$ cat src/sv/hashed_allocation_tracker_assert.svh
// Assertion macros shared by the hashed allocation tracker RTL.
// Depends on nothing; included by the top level only.
`ifndef HASHED_ALLOCATION_TRACKER_ASSERT_SVH
`define HASHED_ALLOCATION_TRACKER_ASSERT_SVH

// Checks that the consequent holds in the same cycle as the antecedent.
`define HAT_ASSERT_SAME(label, clk, rst, ante, cons) \
   label: assert property (@(posedge clk) disable iff (rst) (ante) |-> (cons)) \
      else $error("hat assertion failed");

// Checks that the consequent holds in the cycle after the antecedent.
`define HAT_ASSERT_NEXT(label, clk, rst, ante, cons) \
   label: assert property (@(posedge clk) disable iff (rst) (ante) |=> (cons)) \
      else $error("hat assertion failed");

`endif

$ cat src/sv/hat_pkg.sv
// Shared types and constants of the hashed allocation tracker.
// Depends on nothing; used by every module of the block but hat_queue.
package hat_pkg;

   localparam int ADDR_W   = 64;
   localparam int SIZE_W   = 32;
   localparam int TOTAL_W  = 48;
   localparam int RBYTES_W = 36;
   localparam int RCOUNT_W = 4;

   localparam logic [63:0] MIX_C1 = 64'hbf58476d1ce4e5b9;
   localparam logic [63:0] MIX_C2 = 64'h94d049bb133111eb;
   localparam int SHIFT_A = 30;
   localparam int SHIFT_B = 27;
   localparam int SHIFT_C = 31;

   // The remainder unit takes this many bits of the hash per cycle.
   localparam int MOD_STEP  = 4;
   localparam int MOD_COUNT = ADDR_W / MOD_STEP;

   localparam logic OP_INSERT = 1'b0;
   localparam logic OP_REMOVE = 1'b1;

   localparam logic [TOTAL_W-1:0]  TOTAL_MAX  = {TOTAL_W{1'b1}};
   localparam logic [RBYTES_W-1:0] RBYTES_MAX = {RBYTES_W{1'b1}};
   localparam logic [RCOUNT_W-1:0] RCOUNT_MAX = {RCOUNT_W{1'b1}};

   typedef enum logic [1:0] {
      ST_INSERTED  = 2'd0,
      ST_DROPPED   = 2'd1,
      ST_REMOVED   = 2'd2,
      ST_NOT_FOUND = 2'd3
   } status_type;

   typedef enum logic [1:0] {
      F_IDLE,
      F_MUL,
      F_MOD,
      F_OUT
   } front_state_type;

   typedef enum logic [2:0] {
      B_CLEAR,
      B_IDLE,
      B_READ,
      B_LOAD,
      B_SCAN,
      B_WRITE,
      B_DONE
   } back_state_type;

endpackage

$ cat src/sv/hat_front.sv
// Front end: accepts requests and hashes the address to a bucket.
// Depends on hat_pkg; feeds hat_queue.
module hat_front #(
   parameter int BUCKETS = 256,
   parameter int BKT_W   = 8
) (
   input  logic                       clock,
   input  logic                       reset,
   input  logic                       hold,
   input  logic                       in_valid,
   output logic                       in_ready,
   input  logic                       in_operation,
   input  logic [hat_pkg::ADDR_W-1:0] in_address,
   input  logic [hat_pkg::SIZE_W-1:0] in_block_size,
   output logic                       out_valid,
   input  logic                       out_ready,
   output logic                       out_operation,
   output logic [hat_pkg::ADDR_W-1:0] out_address,
   output logic [hat_pkg::SIZE_W-1:0] out_block_size,
   output logic [BKT_W-1:0]           out_bucket
);

   localparam bit POW2 = ((1 << BKT_W) == BUCKETS);
   localparam int DIG_W = $clog2(hat_pkg::MOD_COUNT);

   hat_pkg::front_state_type state_ff, state_in;

   logic                       op_ff;
   logic [hat_pkg::ADDR_W-1:0] addr_ff;
   logic [hat_pkg::SIZE_W-1:0] size_ff;
   logic [63:0]                z_ff;
   logic [63:0]                acc_ff;
   logic [1:0]                 part_ff;
   logic                       round_ff;
   logic [BKT_W-1:0]           rem_ff;
   logic [DIG_W-1:0]           dig_ff;

   logic [63:0] mul_const;
   logic [31:0] mul_a;
   logic [31:0] mul_b;
   logic [63:0] prod;
   logic [63:0] acc_sum;
   logic [BKT_W-1:0] rem_next;
   logic accept;

   assign accept = in_valid && in_ready;

   always_comb begin
      state_in = state_ff;
      case (state_ff)
         hat_pkg::F_IDLE: begin
            if (accept) state_in = hat_pkg::F_MUL;
         end
         hat_pkg::F_MUL: begin
            if (round_ff && part_ff == 2'd2) state_in = POW2 ? hat_pkg::F_OUT : hat_pkg::F_MOD;
         end
         hat_pkg::F_MOD: begin
            if (dig_ff == DIG_W'(hat_pkg::MOD_COUNT - 1)) state_in = hat_pkg::F_OUT;
         end
         hat_pkg::F_OUT: begin
            if (out_ready) state_in = hat_pkg::F_IDLE;
         end
         default: state_in = hat_pkg::F_IDLE;
      endcase
   end

   always_comb begin
      in_ready  = (state_ff == hat_pkg::F_IDLE) && !hold;
      out_valid = (state_ff == hat_pkg::F_OUT);
   end

   always_comb begin
      mul_const = round_ff ? hat_pkg::MIX_C2 : hat_pkg::MIX_C1;
      mul_a = (part_ff == 2'd1) ? z_ff[63:32] : z_ff[31:0];
      mul_b = (part_ff == 2'd2) ? mul_const[63:32] : mul_const[31:0];
      prod  = 64'(mul_a) * 64'(mul_b);
      acc_sum = (part_ff == 2'd0) ? prod : acc_ff + {prod[31:0], 32'd0};
   end

   always_comb begin
      logic [BKT_W:0] t;
      logic [BKT_W-1:0] r;
      r = rem_ff;
      for (int i = 0; i < hat_pkg::MOD_STEP; i++) begin
         t = {r, z_ff[63-i]};
         if (t >= (BKT_W+1)'(BUCKETS)) t = t - (BKT_W+1)'(BUCKETS);
         r = t[BKT_W-1:0];
      end
      rem_next = r;
   end

   always_ff @(posedge clock) begin
      if (reset) begin
         state_ff <= hat_pkg::F_IDLE;
      end else begin
         state_ff <= state_in;
      end
   end

   always_ff @(posedge clock) begin
      case (state_ff)
         hat_pkg::F_IDLE: begin
            if (accept) begin
               op_ff    <= in_operation;
               addr_ff  <= in_address;
               size_ff  <= in_block_size;
               z_ff     <= in_address ^ (in_address >> hat_pkg::SHIFT_A);
               part_ff  <= 2'd0;
               round_ff <= 1'b0;
            end
         end
         hat_pkg::F_MUL: begin
            acc_ff <= acc_sum;
            if (part_ff == 2'd2) begin
               part_ff  <= 2'd0;
               round_ff <= 1'b1;
               rem_ff   <= '0;
               dig_ff   <= '0;
               if (round_ff) z_ff <= acc_sum ^ (acc_sum >> hat_pkg::SHIFT_C);
               else z_ff <= acc_sum ^ (acc_sum >> hat_pkg::SHIFT_B);
            end else begin
               part_ff <= part_ff + 2'd1;
            end
         end
         hat_pkg::F_MOD: begin
            rem_ff <= rem_next;
            z_ff   <= z_ff << hat_pkg::MOD_STEP;
            dig_ff <= dig_ff + DIG_W'(1);
         end
         default: begin
         end
      endcase
   end

   assign out_operation  = op_ff;
   assign out_address    = addr_ff;
   assign out_block_size = size_ff;
   assign out_bucket     = POW2 ? z_ff[BKT_W-1:0] : rem_ff;

endmodule

$ cat config.mk
export PLATFORM = sky130hd
export DESIGN_NAME = hat_front
export DESIGN_NICKNAME = d
export VERILOG_FILES = /design/src/sv/hashed_allocation_tracker_assert.svh /design/src/sv/hat_pkg.sv /design/src/sv/hat_front.sv
export SDC_FILE = /design/constraint.sdc
export NUM_CORES = 2
export LEC_CHECK = 0
export ABC_AREA = 1
export BUFFER_PORTS_ARGS = -buffer_cell sky130_fd_sc_hd__buf_2
export CORE_MARGIN = 1.5
export CORE_UTILIZATION = 25
export DETAILED_ROUTE_END_ITERATION = 6
export PLACE_DENSITY = 0.38
export RECOVER_POWER = 100
export REMOVE_ABC_BUFFERS = 1
export SKIP_CTS_REPAIR_TIMING = 1
export SKIP_LAST_GASP = 1
export SYNTH_ARGS = -nofsm -noshare
export SYNTH_HDL_FRONTEND = slang
export SYNTH_SLANG_ARGS = --single-unit
$ cat constraint.sdc
create_clock -name clock -period 11.1 [get_ports clock]
set_input_delay 2.22 -clock clock [delete_from_list [all_inputs] [get_ports clock]]
set_output_delay 2.22 -clock clock [all_outputs]
set_load 0.05 [all_outputs]
* Word-level counts from Yosys, hierarchy flattened
Cells that the tools add are included.
** Operators by class
- Add/sub/neg operators :: 3
- Multipliers :: 1
- Div/mod/pow operators :: 0
- $lt $le $gt $ge :: 0
- Eq/ne operators :: 11
- Shift operators :: 0
- Mux-type cells :: 21
- Bitwise logic cells :: 3
- Reductions and logical operators :: 15
** Operator list (number)
- two-way mux 64 bit :: 4
- case mux 64 bit (3 select lines) :: 1
- adder 64 bit :: 1
- multiplier 32 x 32 -> 64 bit :: 1
- two-way mux 32 bit :: 2
- bitwise XOR 64 x 33 -> 64 bit :: 1
- bitwise XOR 64 x 34 -> 64 bit :: 1
- bitwise XOR 64 x 37 -> 64 bit :: 1
- two-way mux 62 bit :: 1
- two-way mux 2 bit :: 6
- != test 2 bit, second input constant :: 4
- case mux 2 bit (4 select lines) :: 1
- case mux 4 bit (2 select lines) :: 1
- == test 2 bit, second input constant :: 3
- AND reduction 2 bit :: 3
- AND reduction 3 bit :: 2
- adder 4 x 1 -> 4 bit, second input constant :: 1
- == test 2 x 1 -> 1 bit, second input constant :: 2
- == test 4 bit, second input constant :: 1
- zero test 2 bit :: 2
- two-way mux 4 bit :: 1
- case mux 2 bit (2 select lines) :: 1
- AND reduction 4 bit :: 1
- nonzero test 2 bit :: 2
- 7 further kinds :: 10
** Word-level totals
- Register bits :: 234
- Latch bits :: 0
- Bits in writable memories :: 0
- Memory bits (read-only) :: 0
- Memories kept :: 0

* Longest topological paths before layout
- Word-level depth :: 9
- Mapped depth :: 50
- Depth with buffers taken out :: 49

* Worst setup path before layout
No wires, ideal clock.
- Path type :: input port to flip-flop
- From :: input hold
- To :: register z_ff[0], enable pin
- Library setup time :: 0.565 ns
- Data arrival time :: 9.651 ns
- Data required time :: 10.535 ns
- Path slack :: 0.884 ns
- Stages :: 5
- Buffers on the path :: 0
- Cell sequence :: nor2_1 nand2_1 inv_1 nor2_1 nor3_1
** Between the ends
- Cells in the longest elaborated chain, start to end :: 5
** RTL lines
- start, declared :: RTL line hat_front.sv:9 : input logic hold,
- zero test 1 bit :: RTL line hat_front.sv:68 : in_ready = (state_ff == hat_pkg::F_IDLE) && !hold;
- logical AND 1 bit :: RTL line hat_front.sv:68
- logical AND 1 bit :: RTL line hat_front.sv:46 : assign accept = in_valid && in_ready;
- != test 2 bit (no line)
- AND reduction 3 bit (no line)
- end signal, assigned :: RTL line hat_front.sv:107 : z_ff <= in_address ^ (in_address >> hat_pkg::SHIFT_A);
- end signal, assigned :: RTL line hat_front.sv:119 : if (round_ff) z_ff <= acc_sum ^ (acc_sum >> hat_pkg::SHIFT_C);
- end signal, assigned :: RTL line hat_front.sv:120 : else z_ff <= acc_sum ^ (acc_sum >> hat_pkg::SHIFT_B);
- end, declared :: RTL line hat_front.sv:31 : logic [63:0] z_ff;
No other way between the ends.
A chain may end at the register's enable or synchronous reset.

* Worst setup path in the final report
- From :: register part_ff[1]
- To :: register z_ff[53], data pin
** Between the ends
- Cells in the longest elaborated chain, start to end :: 9
- Elaborated cells between the ends (all ways) :: 13
- Those cells by class :: add/sub (1); mul (1); eq/ne (2); mux (6); bitwise (2); reduce/logical (1)
** RTL lines
- start, declared :: RTL line hat_front.sv:33 : logic [1:0] part_ff;
- start signal, assigned :: RTL line hat_front.sv:122 : part_ff <= part_ff + 2'd1;
- == test 2 x 1 -> 1 bit or == test 2 bit (tied branches) :: RTL line hat_front.sv:74, hat_front.sv:75
- two-way mux 32 bit (on tied branches) :: RTL line hat_front.sv:74, hat_front.sv:75
- multiplier 32 x 32 -> 64 bit :: RTL line hat_front.sv:76 : prod = 64'(mul_a) * 64'(mul_b);
- adder 64 bit :: RTL line hat_front.sv:77 : acc_sum = (part_ff == 2'd0) ? prod : acc_ff + {prod[31:0], 32'd0};
- two-way mux 64 bit (*) :: RTL line hat_front.sv:77
- via acc_sum[53] :: RTL line hat_front.sv:42 : logic [63:0] acc_sum;
- bitwise XOR 64 x 37 -> 64 bit or bitwise XOR 64 x 33 -> 64 bit (tied branches) :: RTL line hat_front.sv:120, hat_front.sv:119
- two-way mux 64 bit (*) :: RTL line hat_front.sv:119
- two-way mux 64 bit (*) :: RTL line hat_front.sv:114 : if (part_ff == 2'd2) begin
- case mux 64 bit (3 select lines) (*) :: RTL line hat_front.sv:101 : case (state_ff)
The timed path passes the listed nets; every way through them passes the cells marked *. The select of a mux whose other input is x is not followed.

==> metrics.txt <==
status=complete, but fails checks; failing checks=max-capacitance violations, max-slew violations; Adder-Cell Fraction of Synth Area=49.1%; Slew @ Worst Pin=3.69 ns; # port buffers=208; initial antenna violation count=5; part of the cycle the worst path needs=94.8%; die height=418 µm; worst hold path type=register to register; drt drc=0; clock root buffer=clkbuf_16; Final Cell Area=49400 µm²; Worst path most repeated cell=fa_1; clk buf depth=3; worst skew pair latency=0.60 ns; Unique masters post-synth=49; number of global-route vias before repair=36900; Detail Placement HPWL=164000 µm; largest family of logic cells by synthesized area=adder cells; Crit Path Class=register to register; I/O pins=209; Mapped Cells=4925; Syn Area/Cell=8.74 µm²; Ant. Diodes=0; TritonCTS clock tree=done; H-tree levels=1; Rows=152; Max FO, Critical Path=25; max-cap violations=4; Critical-path top delay cell=o21ai_2; asr flop ratio synth=0%; Final min period=10.52 ns; Required @ worst endpoint=11.40 ns; most frequent cells in the layout=inv_1, fa_1, nand2_1; DR pass1 iterations=7; Seq/Total Area, Yosys=16.3%; WP data arrival=10.82 ns; Clock Skew=0.0324 ns; post-synthesis mux area share=0%; commonest non-fill, non-tap cell in the layout=inv_1; first-pass GRT wire length=268000 µm; Most used DFF post-synth=edfxtp_1; layout cells sized above 1=11.0%; Core Area=171000 µm²; Clock Pin Slew Worst Setup and Hold Paths=0.06 ns; post-synthesis cell area=43100 µm²; Slew Limit Fails=179; Die Width=418 µm; TritonCTS buffer count=24; synthesis warning total=0; Final nets=6599; Area growth syn-to-layout=14.7%; total grt overflow=0; average wire per standard cell=24.4 µm; WL final=186000 µm; GP Congestion=0.923; Critical Path Max Stage Delay=0.65 ns; Vias=34000; Max Fclk=95.1 MHz; setup violators final=0; Startpoint Class=register; unrepaired setup endpoints after global routing=no; post-synthesis sequential element count=234; largest net degree at the start of global routing=65; Initial Util=25.1%; post-synthesis xor/xnor area fraction=1.38%; Placed Area=48600 µm²; Synth Area in Compound Gates=5.66%; WHS=0.557 ns; GRT Total Usage=21.5%; die area=175000 µm²; Fin. Hold Viols=0; antenna viol nets, final=0; Synth Area in Simple Gates=15.3%; initial DRC count=2174; Max-slew headroom=-146%; crit end category=register; via density per instance=4.46; EDFF count, synth=232; CTS sink count=234
## per-layer routing
metal,vias up,share of wire [%],track usage (%)
met5,-,0.0064,0
met4,2,2.4,4.80
met3,139,4.2,1.80
met2,844,50,37.4
met1,17400,44,28.9
li1,15600,-,-
## sequential cells by signal, summed over array words and instances (netlist names)
register,count
dig_ff,4
z_ff,64
out_block_size,32
out_operation,1
out_address,64
acc_ff,64
round_ff,1
state_ff,2
part_ff,2
## metrics by stage
stage / util, % / instances / setup WS (ns) / setup TNS (ns)
6_report: 28.8 / 7630 / 0.582 / 0
5_1_grt: 28.8 / 7630 / 0.00263 / 0
4_1_cts: 28.9 / 7630 / -0.303 / -1.32
3_5_place_dp: 28.4 / 7586 / -0.221 / -0.820
3_3_place_gp: 28.4 / 7586 / -0.232 / -0.860
2_1_floorplan: - / 4796 / -1.83 / -103.90
## cell families (layout without fill, tap and decap cells)
family	count (synthesis)	count (layout)
and+or+nand+nor	1588	1588
buffers and inverters	1399	1794
adders and majority gates	1195	1195
AOI/OAI and AO/OA	441	441
DFF	234	234
xor gates and xnor gates	68	68
## critical path, delay by kind of cell (launching register included)
family                     cells  cell delay, ns
buffers and inverters         12            1.34
AOI/OAI and AO/OA             10            2.81
xor gates and xnor gates       1            0.30
adders and majority gates     11            4.82
and+or+nand+nor                4            0.55
DFF                            1            0.37
## worst paths after layout
check / startpoint / end / slack (ns) / depth (start not counted)
worst max-delay path: part_ff[1] / z_ff[53] / 0.58 / 38
worst min-delay path: state_ff[0] / state_ff[0] / 0.56 / 2
worst max register to register: part_ff[1] / z_ff[53] / 0.58 / 38
worst min register to register: state_ff[0] / state_ff[0] / 0.56 / 2
## cell usage after synthesis (all sizes together), types with 17 or more instances
cell,n,share of area [%]
buf,40,0.47
o21ai,160,1.9
edfxtp,232,16
xor2,60,1.2
o21bai,17,0.31
nand2,742,6.6
clkbuf,89,0.78
fa,823,38
nor2,548,4.8
ha,372,11
a21oi,211,2.5
inv,1260,11
or2,17,0.25
nand3,237,2.9
## layout make-up
type,count,area (µm²)
Inverter,1270,4770
Tap cell,2310,2890
Fill cell,18700,122000
Clock buffer,28,646
Multi-Input combinational cell,3292,30800
Clock inverter,16,189
Timing Repair Buffer,480,3070
Sequential cell,234,7010
Power is left out: the tool's default activity adds up to more than one toggle a clock period on the data nets, which glitch-free logic cannot reach.
