## config.mk

```make
export PLATFORM = sky130hd
export DESIGN_NAME = hat_queue
export DESIGN_NICKNAME = d
export VERILOG_FILES = /design/src/sv/hashed_allocation_tracker_assert.svh /design/src/sv/hat_queue.sv
export SDC_FILE = /design/constraint.sdc
export NUM_CORES = 1
export LEC_CHECK = 0
export BUFFER_PORTS_ARGS = -buffer_cell sky130_fd_sc_hd__buf_2
export CORE_MARGIN = 2
export CORE_UTILIZATION = 52
export DETAILED_ROUTE_END_ITERATION = 8
export PLACE_DENSITY = 0.86
export SLEW_MARGIN = 20
export SYNTH_ARGS = -nofsm -noshare
export SYNTH_HDL_FRONTEND = slang
export SYNTH_SLANG_ARGS = --single-unit
export TNS_END_PERCENT = 20
```

## constraint.sdc

```tcl
create_clock -name clock -period 3.5 [get_ports clock]
set_input_delay 0.7 -clock clock [delete_from_list [all_inputs] [get_ports clock]]
set_output_delay 0.7 -clock clock [all_outputs]
set_load 0.02 [all_outputs]
```

## src/sv/hashed_allocation_tracker_assert.svh

```systemverilog
// Assertion macros shared by the hashed allocation tracker RTL.
// Depends on nothing; included by the top level only.
`ifndef HASHED_ALLOCATION_TRACKER_ASSERT_SVH
`define HASHED_ALLOCATION_TRACKER_ASSERT_SVH

// Checks that the consequent holds in the same cycle as the antecedent.
`define HAT_ASSERT_SAME(label, clk, rst, ante, cons) \
   label: assert property (@(posedge clk) disable iff (rst) (ante) |-> (cons)) \
      else $error("hat assertion failed");

// Checks that the consequent holds in the cycle after the antecedent.
`define HAT_ASSERT_NEXT(label, clk, rst, ante, cons) \
   label: assert property (@(posedge clk) disable iff (rst) (ante) |=> (cons)) \
      else $error("hat assertion failed");

`endif

```

## src/sv/hat_queue.sv

```systemverilog
// Two-entry request queue between the front end and the back end.
// Depends on nothing beyond its width parameter.
module hat_queue #(
   parameter int WIDTH = 8
) (
   input  logic             clock,
   input  logic             reset,
   input  logic             in_valid,
   output logic             in_ready,
   input  logic [WIDTH-1:0] in_data,
   output logic             out_valid,
   input  logic             out_ready,
   output logic [WIDTH-1:0] out_data
);

   logic [WIDTH-1:0] data_ff [2];
   logic             wr_ptr_ff;
   logic             rd_ptr_ff;
   logic [1:0]       count_ff;
   logic             push;
   logic             pop;

   assign in_ready  = (count_ff != 2'd2);
   assign out_valid = (count_ff != 2'd0);
   assign out_data  = data_ff[rd_ptr_ff];
   assign push = in_valid && in_ready;
   assign pop  = out_valid && out_ready;

   always_ff @(posedge clock) begin
      if (reset) begin
         wr_ptr_ff <= 1'b0;
         rd_ptr_ff <= 1'b0;
         count_ff  <= 2'd0;
      end else begin
         if (push) wr_ptr_ff <= !wr_ptr_ff;
         if (pop) rd_ptr_ff <= !rd_ptr_ff;
         if (push && !pop) count_ff <= count_ff + 2'd1;
         else if (pop && !push) count_ff <= count_ff - 2'd1;
      end
   end

   always_ff @(posedge clock) begin
      if (push) data_ff[wr_ptr_ff] <= in_data;
   end

endmodule

```

# Yosys cells after proc, flatten, opt, wreduce, memory -nomap -nowiden
# Memory sizes are Yosys's and may differ from the RTL's. A register that Yosys moved wholly into a read port is not among the register bits.
# Index checks and enable logic that the tools add are counted.
[word_totals]
regBits = 4
mem_bits_rw = 16
inputBits = 12
out_inout_bits = 10
elab_cells = 23
n_memories = 1
[classes]
addsub = 2
n_eq_ne = 1
n_mux = 6
reduce_logical = 10
[mem_list]
columns = ["name", "depth", "word_bits", "read_ports", "rd_clocked_by_memory_dff", "wr", "line", "text"]
rows = [
  ["data_ff", 2, 8, 1, 1, 1, "hat_queue.sv:16", "logic [WIDTH-1:0] data_ff [2];"],
]
[op_table]
columns = ["operator", "n"]
rows = [
  ["$logic_and A1 B1 Y1", 4],
  ["$logic_not A1 Y1", 4],
  ["$mux W1", 4],
  ["$mux W2", 2],
  ["$reduce_bool A2 Y1", 2],
  ["$add A2 B1 Y2 const B", 1],
  ["$ne A2 B2 Y1 const B", 1],
  ["$sub A2 B1 Y2 const B", 1],
]

# Depth between registers and ports, before layout
# Gate-level depths: netlist of run 1.
[depth]
depth_word = 6
ltp_mapped = 6
depth_no_buf = 6

# Worst setup path before layout of run 1
# Ideal clock, no wire load.
[synth_path]
path_kind = "input to register"
startpoint = "in in_valid"
endpoint = "reg count_ff[1]"
setup_time_ns = 0.070
arrival_time_ns = 1.615
required_time_ns = 3.430
setup_slack_ns = 1.816
stages = 4
path_buffers = 0
cell_sequence = "and2_1 > ha_1 > or3_1 > a21oi_1"
[synth_between]
elab_chain_len = 4
word_cells_on_any_way = 6
cone_classes = "mux: 1; reduce/logical: 5"
[synth_lines]
columns = ["element", "line", "text"]
rows = [
  ["start, declared", "hat_queue.sv:8", "input logic in_valid,"],
  ["$logic_and A1 B1 Y1 (*)", "hat_queue.sv:26", "assign push = in_valid && in_ready;"],
  ["$logic_not A1 Y1", "hat_queue.sv:38", "else if (pop && !push) count_ff <= count_ff - 2'd1;"],
  ["$logic_and A1 B1 Y1", "hat_queue.sv:38", ""],
  ["$reduce_bool A2 Y1 (no source line)", "-", ""],
  ["end signal, assigned", "hat_queue.sv:37", "if (push && !pop) count_ff <= count_ff + 2'd1;"],
  ["end signal, assigned", "hat_queue.sv:38", ""],
  ["end, declared", "hat_queue.sv:19", "logic [1:0] count_ff;"],
]
# Mark *: on every way between the ends. The rest lies on a longest branch, timed or not.
# A chain may end at the register's enable or synchronous reset.

==> results of run 1 <==
[per-stage QoR]
stage                     area (um2)  worst slack [ps]  total power, mW
final                            952              1420            0.689
after global routing             952              1340            0.727
after CTS                        952              1390            0.699
after detailed placement         926              1630            0.587
after global placement           926              1680            0.577
after floorplan                  806              1820            0.522
[worst paths after layout]
path	end	cells past startpoint	slack [ps]
min	register	2	520
max reg2reg	count_ff[1]	5	1900
max	out_data[0]	2	1420
min reg2reg	register	2	520
[cells in the mapped netlist (all sizes together)]
library cell	n
buf	1
and3	1
nand3b	1
a21bo	1
and2	1
nand2b	1
nor2	3
edfxtp	16
mux2	8
xor2	3
ha	1
inv	1
or2	1
or3	1
dfxtp	5
o21ai	2
a21oi	2
[critical path, cell delays in order, from the launching register on]
cell and delay (ps):
dfxtp_1 540, mux2_2 380, buf_2 160
[power by group through the flow]
stage / clock network, mW / logic (mW) / registers, mW
2_1_floorplan: 0 / 0.183 / 0.339
3_3_place_gp: 0 / 0.224 / 0.353
3_5_place_dp: 0 / 0.230 / 0.356
4_1_cts: 0.117 / 0.232 / 0.350
5_1_grt: 0.125 / 0.247 / 0.355
6_report: 0.112 / 0.228 / 0.349
[kinds of logic (layout without fill, tap and decap cells)]
group,after synthesis,count (layout),synth area share
flip-flops,21,21,0.721
XOR/XNOR,3,3,0.0326
AND/OR/NAND/NOR,9,9,0.0714
buffers and inverters,2,26,0.0109
multiplexers,8,8,0.112
adder cells (fa/ha/maj),1,1,0.0155
AO/OA/AOI/OAI,5,5,0.0373
[cell type report]
class / instances / share of cell area
Multi-Input combinational cell: 26 / 0.227
Clock buffer: 4 / 0.0276
Inverter: 1 / 0.00394
Sequential cell: 21 / 0.610
Timing Repair Buffer: 21 / 0.110
Tap cell: 16 / 0.0210
[routing by layer]
layer | share of wire | up-vias | global-route usage
met5 | 0 | - | 0
met4 | 0.012 | 0 | 0.109
met3 | 0.066 | 2 | 0.0625
met2 | 0.52 | 16 | 0.218
met1 | 0.40 | 214 | 0.144
li1 | - | 226 | -
[flip-flops by register name (all words and copies together) (netlist names), named ones only]
signal / cells
wr_ptr_ff: 1
rd_ptr_ff: 1
count_ff: 2
data_ff: 16
[cell usage in the layout (no fill, tap or decap), drive strengths merged, types with 2 or more instances in the layout]
| cell type | instances |
|---|---|
| buf | 21 |
| edfxtp | 16 |
| a21oi | 2 |
| o21ai | 2 |
| mux2 | 8 |
| clkbuf | 4 |
| xor2 | 3 |
| dfxtp | 5 |
| nor2 | 3 |
==> impl_metrics.env, run 1 <==
export IMPL_die_area_um2=1880
export IMPL_rr_startpoint="count_ff[0]"
export IMPL_wl_per_cell_um=13.5
export IMPL_via_count=458
export IMPL_synthTopCellsByArea="edfxtp_1 (60%), dfxtp_1 (12%), mux2_2 (11%), xor2_1 (3.3%), nand2b_4 (1.7%)"
export IMPL_power_frac_comb=0.330
export IMPL_antenna_found_initial=0
export IMPL_relSlewSlack=0.751
export IMPL_root_buffer="clkbuf_4"
export IMPL_status="finished, final reports clean"
export IMPL_p_per_area_nw_per_um2=723
export IMPL_maxCapViolations=0
export IMPL_min_from="rd_ptr_ff"
export IMPL_p_leak_nw=0.382
export IMPL_postSynthAreaPerCell_um2=16.4
export IMPL_synth_top_area_share=0.596
export IMPL_cts_htree_levels=1
export IMPL_cp_arrival_ps=1380
export IMPL_cts_hold_buf=0
export IMPL_max_clock_freq_ghz=0.481
export IMPL_grt_pass1_vias=444
export IMPL_dieHeight_um=43.4
export IMPL_setup_violations=0
export IMPL_vdd_ir_drop_max_mv=0.454
export IMPL_multi_input_area_um2=216
export IMPL_synthCells=49
export IMPL_layout_min_cycle_time_ps=2080
export IMPL_crit_type="reg2out"
export IMPL_yosysUniqueCellTypes=17
export IMPL_fin_setup_tns_ps=0
export IMPL_clk_path_buf_depth=2
export IMPL_num_fill_cells=109
export IMPL_io_buffers=21
export IMPL_grt_max_degree=12
export IMPL_cp_start_kind="register"
export IMPL_internal_power_mw=0.465
export IMPL_rsz0062_at_grt="no"
export IMPL_finClkSkew_ps=3.76
export IMPL_drtAntennaViolNets=0
export IMPL_slew_viol_final=0
export IMPL_vias_per_cell=5.15
export IMPL_yosys_warnings=0
export IMPL_numPlacedInstances=85
export IMPL_cts_resized=0
export IMPL_utilization=0.647
export IMPL_routed_wl_um=1200
export IMPL_dp_hpwl_um=885
export IMPL_drc_errors=0
export IMPL_track_usage=0.139
export IMPL_clock_sinks=21
export IMPL_clkSlewWorstSetupHoldPaths_ps=110
export IMPL_hold_viol=0
export IMPL_cts_made_buffers=3
export IMPL_holdWs_ps=524
export IMPL_worstPathMaxFanout=8
export IMPL_tritoncts="done"
export IMPL_hp_class="reg2reg"
export IMPL_first_pass_iters=2
export IMPL_rows=14
export IMPL_synth_seq_cells=21
export IMPL_ys_seq_area_frac=0.720
export IMPL_initial_core_util=0.548
export IMPL_end_kind="output port"
export IMPL_grt_pass1_wl_um=1770
export IMPL_gp_congestion=0.631
export IMPL_seqPwrFrac=0.507
export IMPL_synthesis_nets=62
export IMPL_nNetsFinal=87
export IMPL_dr_first_iter_drc_count=1
export IMPL_p_clk_frac=0.162
export IMPL_drive_gt1_frac=0.479
export IMPL_switchingPower_mw=0.224
export IMPL_clock_latency_ps=300
export IMPL_required_ps=2800
export IMPL_synthesis_area_um2=806
export IMPL_coreArea_um2=1470
export IMPL_synth_largest_area_cell="edfxtp_1"
export IMPL_areaGrowthSynthToFinish_pct=18.2
export IMPL_instances_no_fill=89
export IMPL_num_io_pins=22
export IMPL_worst_slew_pin_slew_ps=373
export IMPL_gr_total_overflow=0
export IMPL_n_antenna_cell=0
export IMPL_fin_crit_sh=0.594
export IMPL_die_width_um=43.4
export IMPL_switching_share=0.325
export IMPL_post_cts_buffers=0
export IMPL_seqCellArea_um2=581
No activity file was read; power rests on OpenSTA's default activity.
==> run 2, diff against run 1 <==
--- a/config.mk
+++ b/config.mk
@@ -7,9 +7,9 @@
 export LEC_CHECK = 0
 export BUFFER_PORTS_ARGS = -buffer_cell sky130_fd_sc_hd__buf_2
 export CORE_MARGIN = 2
-export CORE_UTILIZATION = 52
+export CORE_UTILIZATION = 44
 export DETAILED_ROUTE_END_ITERATION = 8
-export PLACE_DENSITY = 0.86
+export PLACE_DENSITY = 0.79
 export SLEW_MARGIN = 20
 export SYNTH_ARGS = -nofsm -noshare
 export SYNTH_HDL_FRONTEND = slang
==> constraint.sdc (replaced) <==
create_clock -name clock -period 1.79 [get_ports clock]
set_input_delay 0.358 -clock clock [delete_from_list [all_inputs] [get_ports clock]]
set_output_delay 0.358 -clock clock [all_outputs]
set_load 0.02 [all_outputs]
==> run 2 against run 1 <==
Against the previous run:
- routed wire length increased by 9.7%
- final area up 1.4%
- clock power rose by 95%
- largest power group unchanged
==> impl_metrics.env, run 2 (synthesis results as in run 1) <==
export IMPL_top_regs="data_ff: 16 flops, count_ff: 2 flops"
export IMPL_num_io_pins=22
export IMPL_p_leak_nw=0.385
export IMPL_status="finished, final reports clean"
export IMPL_die_area_um2=2190
export IMPL_seqCellArea_um2=582
export IMPL_gr_total_overflow=0
export IMPL_dieHeight_um=46.8
export IMPL_coreArea_um2=1730
export IMPL_r2r_cells=5
export IMPL_p_per_area_nw_per_um2=1410
export IMPL_routed_wl_um=1320
export IMPL_areaGrowthSynthToFinish_pct=19.9
export IMPL_hp_class="in2reg"
export IMPL_antenna_found_initial=0
export IMPL_mostFrequentLayoutCell="buf_2"
export IMPL_cts_made_buffers=3
export IMPL_gp_congestion=0.639
export IMPL_nNetsFinal=87
export IMPL_slew_viol_final=0
export IMPL_root_buffer="clkbuf_4"
export IMPL_post_cts_buffers=0
export IMPL_relSlewSlack=0.751
export IMPL_track_usage=0.134
export IMPL_initial_core_util=0.467
export IMPL_cts_htree_levels=1
export IMPL_layout_min_cycle_time_ps=1630
export IMPL_rows=15
export IMPL_first_pass_iters=3
export IMPL_via_count=472
export IMPL_clock_sinks=21
export IMPL_max_clock_freq_ghz=0.614
export IMPL_io_buffers=21
export IMPL_crit_family="flip-flops"
export IMPL_fin_setup_tns_ps=0
export IMPL_cp_num_buf_inv=1
export IMPL_instances_no_fill=98
export IMPL_largest_register_ffs=16
export IMPL_final_cell_mix="buf_2 (21), edfxtp_1 (16), mux2_2 (8)"
export IMPL_multi_input_area_um2=216
export IMPL_rr_startpoint="count_ff[0]"
export IMPL_min_from="in_data[6]"
export IMPL_finClkSkew_ps=2.50
export IMPL_fin_crit_sh=0.911
export IMPL_holdPathStages=1
export IMPL_maxCapViolations=0
export IMPL_utilization=0.559
export IMPL_required_ps=1430
export IMPL_rsz0062_at_grt="no"
export IMPL_crit_type="reg2out"
export IMPL_drc_errors=0
export IMPL_vias_per_cell=4.82
export IMPL_dr_first_iter_drc_count=9
export IMPL_worst_slew_pin_slew_ps=373
export IMPL_cp_cell_sequence="mux2_2 -> buf_2"
export IMPL_worstSetupEndpoint="out_data[0]"
export IMPL_drive_gt1_frac=0.507
export IMPL_worst_r2r_endpoint="count_ff[1]"
export IMPL_grt_pass1_vias=461
export IMPL_r2r_slack_ps=180
export IMPL_wl_per_cell_um=13.4
export IMPL_top_register="data_ff"
export IMPL_worst_path_stages=2
export IMPL_clkSlewWorstSetupHoldPaths_ps=110
export IMPL_setup_violations=0
export IMPL_drtAntennaViolNets=0
export IMPL_die_width_um=46.8
export IMPL_clock_latency_ps=290
export IMPL_cp_slowest_cell="dfxtp_2"
export IMPL_dp_hpwl_um=949
export IMPL_tritoncts="done"
export IMPL_num_fill_cells=163
export IMPL_vdd_ir_drop_max_mv=0.870
export IMPL_end_kind="output port"
export IMPL_numPlacedInstances=94
export IMPL_cp_arrival_ps=1270
export IMPL_clk_path_buf_depth=2
export IMPL_cp_slowest_stage_delay_ps=460
export IMPL_n_antenna_cell=0
export IMPL_hold_viol=0
export IMPL_grt_pass1_wl_um=1880
export IMPL_worstPathMaxFanout=8
export IMPL_grt_max_degree=13
export IMPL_cp_start_kind="register"
run 2: final cells by class:
| type | instances | area share |
|---|---|---|
| clock buffers | 3 | 0.0233 |
| well taps | 25 | 0.0324 |
| repair buffers | 21 | 0.109 |
| clock inverters | 1 | 0.00518 |
| multi-input cells | 26 | 0.224 |
| inverters | 1 | 0.00389 |
| flip-flops and latches | 21 | 0.602 |
run 2: routing by layer:
metal,up-vias,global-route usage,part of all wire
met5,-,0,0
met1,233,0.137,0.37
met3,0,0.0500,0.046
li1,229,-,-
met2,10,0.238,0.58
met4,0,0.0667,0
run 2: worst reg2reg max path: cells and delay by family, from the launching register on:
kind                     cells  cell delay, ps
AND/OR/NAND/NOR              3             710
flip-flops                   1             370
AO/OA/AOI/OAI                1             150
adder cells (fa/ha/maj)      1             320
run 2: how the worst min path moves through the flow:
stage / end / slack (ps)
global route: data_ff[1][6] / 220
CTS: data_ff[0][5] / 230
global placement: rd_ptr_ff / 500
floorplan: count_ff[1] / 430
detailed placement: register / 500
finish: data_ff[1][6] / 240
run 2: repair_timing:
action | 4_1_cts | 5_1_grt
setup endpoints to repair | 1 | 0
hold buffers | 0 | 0
gates resized for setup | 1 | 0
run 2: stage by stage:
stage | area [um2] | power (mW) | worst slack (ps) | hold WS (ps)
6_report | 966 | 1.36 | 160 | 243
5_1_grt | 966 | 1.44 | 102 | 223
2_1_floorplan | 806 | 1.02 | 248 | 427
4_1_cts | 966 | 1.38 | 130 | 231
3_5_place_dp | 937 | 1.16 | 200 | 501
3_3_place_gp | 937 | 1.13 | 279 | 498
run 2: where the power goes:
group,total (mW),switching (mW),internal [mW],leakage [nW]
combinational,0.450,0.246,0.205,0.176
sequential,0.689,0.0681,0.621,0.191
clock,0.218,0.135,0.0831,0.0177
total,1.36,0.449,0.908,0.385
==> run 3, diff against run 2 <==
--- a/config.mk
+++ b/config.mk
@@ -6,7 +6,6 @@
 export NUM_CORES = 1
 export LEC_CHECK = 0
 export BUFFER_PORTS_ARGS = -buffer_cell sky130_fd_sc_hd__buf_2
-export CORE_MARGIN = 2
 export CORE_UTILIZATION = 44
 export DETAILED_ROUTE_END_ITERATION = 8
 export PLACE_DENSITY = 0.79
==> run 3 against run 2 <==
Against the previous run:
- clock-buffer cell count up 1
- flip-flop and latch count did not move
- critical path depth stayed put
- highest routed layer is now met4
- critical path type unchanged
- via count shrank 2.1%
- routed wire length decreased by 13%
==> impl_metrics.env, run 3 (synthesis results as in run 1) <==
export IMPL_status="finished, final reports clean"
export IMPL_die_width_um=44.8
export IMPL_via_count=462
export IMPL_routed_wl_um=1150
export IMPL_dp_hpwl_um=853
export IMPL_mostFrequentLayoutCell="buf_2"
export IMPL_top_register="data_ff"
export IMPL_clock_latency_ps=290
export IMPL_cp_cell_sequence="mux2_2 -> buf_2"
export IMPL_hold_viol=0
export IMPL_dr_first_iter_drc_count=5
export IMPL_utilization=0.559
export IMPL_setup_violations=0
export IMPL_drc_errors=0
export IMPL_die_area_um2=2010
export IMPL_cts_made_buffers=3
export IMPL_cp_num_buf_inv=1
export IMPL_clock_sinks=21
export IMPL_largest_register_ffs=16
export IMPL_instances_no_fill=98
export IMPL_wl_per_cell_um=11.7
export IMPL_num_io_pins=22
export IMPL_worst_slew_pin_slew_ps=398
export IMPL_cp_slowest_cell="dfxtp_2"
export IMPL_maxCapViolations=0
export IMPL_vdd_ir_drop_max_mv=0.738
export IMPL_drive_gt1_frac=0.493
export IMPL_rsz0062_at_grt="no"
export IMPL_dp_slack_ps=197
export IMPL_layout_min_cycle_time_ps=1620
export IMPL_rows=15
export IMPL_crit_type="reg2out"
export IMPL_coreArea_um2=1730
export IMPL_clkSlewWorstSetupHoldPaths_ps=100
export IMPL_cts_htree_levels=1
export IMPL_hp_class="in2reg"
export IMPL_relSlewSlack=0.734
export IMPL_cts_resized=0
export IMPL_track_usage=0.134
export IMPL_placed_area_um2=937
export IMPL_slew_viol_final=0
export IMPL_dieHeight_um=44.8
export IMPL_top_regs="data_ff: 16 flops, count_ff: 2 flops"
export IMPL_cts_hold_buf=0
export IMPL_areaGrowthSynthToFinish_pct=19.7
export IMPL_n_antenna_cell=0
export IMPL_required_ps=1430
export IMPL_finClkSkew_ps=3.96
export IMPL_design_area_um2=965
export IMPL_holdWs_ps=245
export IMPL_num_fill_cells=154
export IMPL_fin_crit_sh=0.903
export IMPL_worstPathMaxFanout=8
export IMPL_clk_path_buf_depth=2
export IMPL_drtAntennaViolNets=0
export IMPL_max_clock_freq_ghz=0.619
export IMPL_vias_per_cell=4.71
export IMPL_grt_max_degree=12
export IMPL_final_cell_mix="buf_2 (21), edfxtp_1 (16), mux2_2 (8)"
export IMPL_setup_slack_ps=173
export IMPL_nNetsFinal=87
export IMPL_end_kind="output port"
export IMPL_cp_arrival_ps=1260
export IMPL_antenna_found_initial=0
export IMPL_gp_congestion=0.648
export IMPL_grt_pass1_wl_um=1860
export IMPL_tritoncts="done"
export IMPL_p_leak_nw=0.382
export IMPL_p_per_area_nw_per_um2=1390
export IMPL_io_buffers=21
export IMPL_first_pass_iters=3
export IMPL_cp_slowest_stage_delay_ps=450
export IMPL_initial_core_util=0.467
export IMPL_fin_setup_tns_ps=0
export IMPL_grt_pass1_vias=468
export IMPL_root_buffer="clkbuf_4"
export IMPL_numPlacedInstances=94
export IMPL_cp_start_kind="register"
export IMPL_r2r_slack_ps=200
export IMPL_total_power_mw=1.35
export IMPL_gr_total_overflow=0
export IMPL_post_cts_buffers=0
export IMPL_crit_family="flip-flops"
-- run 3: cell type report --
cell class / instances / area (um2) / share of cell area
Clock buffer: 4 / 26.3 / 0.0272
Sequential cell: 21 / 582 / 0.603
Tap cell: 25 / 31.3 / 0.0324
Inverter: 1 / 3.75 / 0.00389
Multi-Input combinational cell: 26 / 216 / 0.224
Timing Repair Buffer: 21 / 105 / 0.109
-- run 3: layer usage --
layer  global-route usage  vias to the layer above  wire (um)
li1                     -                      227          -
met1                0.137                      215        479
met2                0.247                       18        574
met3               0.0480                        2         78
met4               0.0545                        0         13
met5                    0                        -          0
-- run 3: worst paths after layout --
kind,from,cells after the start,endpoint
worst min-delay path,in_data[7],1,data_ff[0][7]
worst min register to register,rd_ptr_ff,2,rd_ptr_ff
worst max-delay path,register,2,out_data[6]
worst max register to register,count_ff[0],5,count_ff[1]
-- run 3: where the power goes --
group	leakage (nW)	switching (mW)	internal, mW	total (mW)
clock network	0.0150	0.127	0.0867	0.214
registers	0.191	0.0655	0.620	0.686
logic	0.176	0.241	0.205	0.446
total	0.382	0.434	0.912	1.35
